## src/design/tpmd_pkg.sv

```systemverilog
// Shared types, codes and constants of the tilt PID motor drive.
package tpmd_pkg;

    localparam int SAMPLE_W   = 16;
    localparam int CFG_IDX_W  = 3;
    localparam int CFG_DATA_W = 32;

    localparam int DIV_W     = 52;
    localparam int DIVR_W    = 16;
    localparam int DIV_STEPS = 2;
    localparam int DIV_ITER  = DIV_W / DIV_STEPS;
    localparam int DIV_CNT_W = $clog2(DIV_ITER + 1);

    localparam logic [CFG_IDX_W-1:0] CFG_ANGLE_OFFSET  = 3'd0;
    localparam logic [CFG_IDX_W-1:0] CFG_GAIN_P        = 3'd1;
    localparam logic [CFG_IDX_W-1:0] CFG_GAIN_I        = 3'd2;
    localparam logic [CFG_IDX_W-1:0] CFG_GAIN_D        = 3'd3;
    localparam logic [CFG_IDX_W-1:0] CFG_SAMPLE_PERIOD = 3'd4;
    localparam logic [CFG_IDX_W-1:0] CFG_INTEGRAL_MAX  = 3'd5;
    localparam logic [CFG_IDX_W-1:0] CFG_INTEGRAL_MIN  = 3'd6;

    localparam logic        [15:0] RST_GAIN_P        = 16'd256;
    localparam logic        [15:0] RST_SAMPLE_PERIOD = 16'd655;
    localparam logic signed [31:0] RST_INTEGRAL_MAX  = 32'sd40960;
    localparam logic signed [31:0] RST_INTEGRAL_MIN  = -32'sd40960;

    localparam logic signed [16:0] SAT_HI     = 17'sd32767;
    localparam logic signed [16:0] SAT_LO     = -17'sd32768;
    localparam logic signed [15:0] TILT_LIMIT = 16'sd2867;
    localparam logic signed [17:0] DLT_HI     = 18'sd410;
    localparam logic signed [17:0] DLT_LO     = -18'sd410;
    localparam logic        [18:0] DTM_LIMIT  = 19'd491520;
    localparam logic [DIVR_W-1:0]  C_SCALE    = 16'd40960;
    localparam logic        [31:0] MAG_CLIP   = 32'h8000_0000;
    localparam logic signed [15:0] CN_MAX     = 16'sh7FFF;
    localparam logic signed [15:0] CN_MIN     = 16'sh8000;
    localparam logic        [16:0] CN_NEG_MAG = 17'd32768;
    localparam logic        [14:0] THROTTLE_MAX = 15'h7FFF;

    typedef enum logic [1:0] {
        DIR_STOP = 2'd0,
        DIR_FWD  = 2'd1,
        DIR_BACK = 2'd2
    } dir_t;

    typedef enum logic [1:0] {
        DSEL_AVG = 2'd0,
        DSEL_I   = 2'd1,
        DSEL_D   = 2'd2,
        DSEL_C   = 2'd3
    } div_sel_t;

    typedef enum logic [4:0] {
        ST_IDLE,
        ST_RING,
        ST_AVG_GO,
        ST_AVG_WAIT,
        ST_ERR,
        ST_MUL_SDT,
        ST_MUL_KDDT,
        ST_MUL_NI,
        ST_MUL_ND,
        ST_I_GO,
        ST_I_WAIT,
        ST_D_GO,
        ST_D_WAIT,
        ST_SUM,
        ST_CLIP,
        ST_MUL_CP,
        ST_C_GO,
        ST_C_WAIT,
        ST_FINISH
    } state_t;

    typedef struct packed {
        logic     accept;
        logic     ring_update;
        logic     div_start;
        logic     div_capture;
        div_sel_t div_sel;
        logic     err_update;
        logic     mul_sdt;
        logic     mul_kddt;
        logic     mul_ni;
        logic     mul_nd;
        logic     sum_update;
        logic     clip_update;
        logic     mul_cp;
        logic     result_load;
    } dp_cmd_t;

    typedef struct packed {
        logic div_done;
    } dp_status_t;

endpackage

```

## src/design/tpmd_ctrl.sv

```systemverilog
// Controller state machine that sequences one sample through the datapath.
module tpmd_ctrl
    import tpmd_pkg::*;
(
    input  logic       clk,
    input  logic       rst_n,
    input  logic       in_valid,
    output logic       in_ready,
    output logic       out_valid,
    input  logic       out_ready,
    output dp_cmd_t    cmd,
    input  dp_status_t status
);

    state_t state_reg;
    state_t state_next;
    logic   out_valid_reg;
    logic   out_valid_next;

    always_ff @(posedge clk or negedge rst_n)
    begin
        if (!rst_n)
        begin
            state_reg     <= ST_IDLE;
            out_valid_reg <= 1'b0;
        end
        else
        begin
            state_reg     <= state_next;
            out_valid_reg <= out_valid_next;
        end
    end

    always_comb
    begin
        cmd         = '0;
        cmd.div_sel = DSEL_AVG;
        state_next  = state_reg;
        unique case (state_reg)
            ST_IDLE:
            begin
                if (in_valid)
                begin
                    cmd.accept = 1'b1;
                    state_next = ST_RING;
                end
            end
            ST_RING:
            begin
                cmd.ring_update = 1'b1;
                state_next      = ST_AVG_GO;
            end
            ST_AVG_GO:
            begin
                cmd.div_start = 1'b1;
                state_next    = ST_AVG_WAIT;
            end
            ST_AVG_WAIT:
            begin
                if (status.div_done)
                begin
                    cmd.div_capture = 1'b1;
                    state_next      = ST_ERR;
                end
            end
            ST_ERR:
            begin
                cmd.err_update = 1'b1;
                state_next     = ST_MUL_SDT;
            end
            ST_MUL_SDT:
            begin
                cmd.mul_sdt = 1'b1;
                state_next  = ST_MUL_KDDT;
            end
            ST_MUL_KDDT:
            begin
                cmd.mul_kddt = 1'b1;
                state_next   = ST_MUL_NI;
            end
            ST_MUL_NI:
            begin
                cmd.mul_ni = 1'b1;
                state_next = ST_MUL_ND;
            end
            ST_MUL_ND:
            begin
                cmd.mul_nd = 1'b1;
                state_next = ST_I_GO;
            end
            ST_I_GO:
            begin
                cmd.div_sel   = DSEL_I;
                cmd.div_start = 1'b1;
                state_next    = ST_I_WAIT;
            end
            ST_I_WAIT:
            begin
                cmd.div_sel = DSEL_I;
                if (status.div_done)
                begin
                    cmd.div_capture = 1'b1;
                    state_next      = ST_D_GO;
                end
            end
            ST_D_GO:
            begin
                cmd.div_sel   = DSEL_D;
                cmd.div_start = 1'b1;
                state_next    = ST_D_WAIT;
            end
            ST_D_WAIT:
            begin
                cmd.div_sel = DSEL_D;
                if (status.div_done)
                begin
                    cmd.div_capture = 1'b1;
                    state_next      = ST_SUM;
                end
            end
            ST_SUM:
            begin
                cmd.sum_update = 1'b1;
                state_next     = ST_CLIP;
            end
            ST_CLIP:
            begin
                cmd.clip_update = 1'b1;
                state_next      = ST_MUL_CP;
            end
            ST_MUL_CP:
            begin
                cmd.mul_cp = 1'b1;
                state_next = ST_C_GO;
            end
            ST_C_GO:
            begin
                cmd.div_sel   = DSEL_C;
                cmd.div_start = 1'b1;
                state_next    = ST_C_WAIT;
            end
            ST_C_WAIT:
            begin
                cmd.div_sel = DSEL_C;
                if (status.div_done)
                begin
                    cmd.div_capture = 1'b1;
                    state_next      = ST_FINISH;
                end
            end
            ST_FINISH:
            begin
                if (!out_valid_reg || out_ready)
                begin
                    cmd.result_load = 1'b1;
                    state_next      = ST_IDLE;
                end
            end
            default:
            begin
                state_next = ST_IDLE;
            end
        endcase
    end

    always_comb
    begin
        if (cmd.result_load)
        begin
            out_valid_next = 1'b1;
        end
        else if (out_ready)
        begin
            out_valid_next = 1'b0;
        end
        else
        begin
            out_valid_next = out_valid_reg;
        end
    end

    assign in_ready  = (state_reg == ST_IDLE);
    assign out_valid = out_valid_reg;

endmodule

```

## config.mk

```make
export PLATFORM = sky130hd
export DESIGN_NAME = tpmd_ctrl
export DESIGN_NICKNAME = d
export VERILOG_FILES = /design/src/design/tpmd_pkg.sv /design/src/design/tpmd_ctrl.sv
export SDC_FILE = /design/constraint.sdc
export NUM_CORES = 1
export LEC_CHECK = 0
export BUFFER_PORTS_ARGS = -buffer_cell sky130_fd_sc_hd__buf_2
export CAP_MARGIN = 30
export CORE_MARGIN = 2
export CORE_UTILIZATION = 25
export DETAILED_ROUTE_END_ITERATION = 8
export PLACE_DENSITY = 0.57
export SLEW_MARGIN = 40
export SYNTH_ARGS = -nofsm -noshare
export SYNTH_HDL_FRONTEND = slang
export SYNTH_SLANG_ARGS = --single-unit
export TNS_END_PERCENT = 30
```

## constraint.sdc

```tcl
create_clock -name clk -period 4 [get_ports clk]
set_input_delay 0.4 -clock clk [delete_from_list [all_inputs] [get_ports clk]]
set_output_delay 0.4 -clock clk [all_outputs]
set_load 0.02 [all_outputs]
```

==> results.md <==
- Status: finished clean
- Final period utilization: 58.90%
- RSZ-0062 raised after global routing: false
- Via Count: 605
- Post-synthesis cell count: 79
- Critical path fanouts, max: 14
- H-tree depth: 1
- Post-DP HPWL: 1029 um
- Largest net degree at the start of global routing: 20
- CTS Root Cell: clkbuf_4
- Layout cells sized above 1: 28.42%
- R2R depth: 5
- Average cell area after synthesis: 7.159 um2
- Total grt overflow: 0
- Reg area: 150.1 um2
- CP Class: reg -> out
- Pre-antenna DRT Iters: 4
- Peak supply drop: 0.2398 mV
- Lkg Pwr: 0.3363 nW
- Die area: 0.002658 mm2
- Arrival @ worst endpoint: 1.96 ns
- Pwr Total: 568.5 uW
- Area growth syn-to-layout: 22.12%
- Dominant cell type by area after synthesis: dfrtp_1
- Remaining DRCs: 0
- Reg clk slew, reported paths: 0.05 ns
- Max-slew violations: 0
- Yosys reg bits: 6
- Maximum clock rate: 424.4 MHz
- Max-Cap Viols: 0
- Final hold violation count: 0
- Sink Count: 6
- Cells after DPL: 119
- GRT Overall Usage: 10.77%
- Ys Warns: 0
- Port Buffers: 21
- Initial DRC count: 9
- Synthesized area: 565.5 um2
- Mapped Nets: 84
- Vias/cell: 4.919
- TritonCTS clock tree: done
- Slew @ Worst Pin: 0.5787 ns
- Gates resized, CTS repair: 0
- Cell at the slowest stage of the critical path: dfrtp_1
- Die Y: 51.56 um
- Worst min path class: in -> reg
- Crit-path cells: inv_1 -> or4_1 -> o21ai_0 -> and2_1 -> buf_2
- Chip width: 51.56 um
- WL/cell: 11.37 um
- Antenna cells: 0
- First-pass GRT wire length: 2166 um
- Nets: 102
- I/O pin total: 22
- Setup tns final: 0 ns
- Worst Setup End Kind: primary output
- Vias in the first global route: 506
- Routed Antenna Nets: 0
- Register area share after synthesis: 26.55%
- Final setup violation count: 0
- Worst clock skew: 0.003934 ns
- Fillcell total: 245
- Initial antenna violation count: 0
- CTS Buffer Depth: 2
- Top-area cell type share of the netlist area: 26.55%
- Synth cell types: 34
- GPL Wtd Cong: 0.7551
- Hold Buf Count CTS: 1
- Core area: 0.002170 mm2
- Slowest Stage Delay on Critical Path: 0.59 ns
- Multi-input logic area: 349.1 um2
- Max FFs per register: 5
- Post-route non-filler standard cell count: 123
- # Post-CTS Setup Buffers: 0
- Hold path depth: 2
- Top cells by area, synth: dfrtp_1 (27%), o21ai_0 (7.1%), nor2_1 (6.6%)
- Placement Rows: 17
- Fin crit period: 2.356 ns
- Crit path launch type: flop
- Number of flops mapped to enable cells by yosys: 0
- Total CTS buffers: 3
- Routed wire length: 1399 um
- Skew-Pair Late Insertion Delay: 0.24 ns
- Fraction of registers with async set/reset: 100.0%
- Slew HR: 61.42%
- Initial Utilization: 26.07%
- CP Data Required Time: 3.60 ns
- Top_reg_cell synth: dfrtp_1
- P per Cell Area: 823.1 mW/mm2
## kinds of logic (layout without fill, tap and decap cells)
logic type                count (synthesis)  in the layout  synth area share (%)
and+or+nand+nor                          37             37                 34.96
xor gates and xnor gates                  4              4                 6.196
DFF                                       6              6                 26.55
AOI/OAI and AO/OA                        18             18                 20.58
buffers and inverters                    14             30                 11.73
## power breakdown
group	switching [mW]	internal [mW]	total, mW
Combinational	0.196	0.139	0.335
Clock	0.0213	0.0339	0.0552
Sequential	0.0924	0.0856	0.178
Total	0.310	0.259	0.568
## cell usage in the layout (no fill, tap or decap)
cell type	instances
nor2b_1	1
nand3_1	3
a21oi_1	3
or2_1	1
nor3b_1	2
o32ai_1	1
or4_4	1
nor3_1	4
or2_2	1
buf_2	21
clkbuf_4	3
inv_1	5
or3_1	1
nand2_1	5
a21o_1	1
o221ai_2	1
o21a_1	1
o22a_1	1
o21ai_0	8
dlygate4sd3_1	1
xnor2_1	1
a31oi_1	1
nand4_1	1
o31ai_1	1
or4_1	1
nor4bb_1	1
nor4_1	2
dfrtp_1	6
and2_1	2
nand2b_1	1
xor2_1	3
nor2_1	10
## layout make-up
cell class                 instances  area share [%]
clock buffer                       3           3.261
multi-input combinational         59           50.54
inverter                           5           2.717
timing repair buffer              22           16.67
sequential                         6           21.74
tap                               28           5.072
## cell usage after synthesis (2+ instances only)
cell,number
and2_1,2
nor4_1,2
inv_1,5
nor3b_1,2
xor2_1,3
o21ai_0,8
nor2_1,10
dfrtp_1,6
clkbuf_1,4
a21oi_1,3
buf_2,2
nor3_1,4
nand2_1,5
nand3_1,3
## worst paths after layout
kind | start | to | slack (ns)
hold / removal | out_ready | out_valid | 0.36
max in group asynchronous | rst_n | state_reg[2] | 3.36
setup / recovery | state_reg[0] | cmd[11] | 1.64
min in group asynchronous | rst_n | out_valid | 0.50
setup reg to reg | state_reg[0] | state_reg[2] | 2.07
hold reg to reg | out_valid | out_valid | 0.56
## per-layer routing
| layer | up-vias | GRT usage (%) | routed length [um] | part of all wire (%) |
|---|---|---|---|---|
| li1 | 308 | - | - | - |
| met1 | 278 | 14.34 | 666 | 48 |
| met2 | 19 | 16.88 | 672 | 48 |
| met3 | 0 | 1.724 | 59 | 4.2 |
| met4 | 0 | 5.263 | 0 | 0 |
| met5 | - | 0 | 0 | 0 |
## worst max-delay path, delay by kind of cell, from the launching register on
family	cells	cell delay [ns]
buffers and inverters	2	0.32
AO/OA/AOI/OAI	1	0.09
flip-flops	1	0.59
AND/OR/NAND/NOR	2	0.71
## metrics by stage
step | util, % | hold WS, ns | setup WS, ns | cell area [um2]
after global placement | 30.33 | 0.2288 | 1.950 | 658.1
after global routing | 31.83 | 0.3973 | 1.528 | 690.7
after CTS | 31.83 | 0.3593 | 1.641 | 690.7
after detailed placement | 30.33 | 0.2284 | 1.912 | 658.1
final | 31.83 | 0.3603 | 1.644 | 690.7
after floorplan | - | 0.1044 | 1.936 | 565.5
Note: power is estimated with default switching activity, not from simulation.
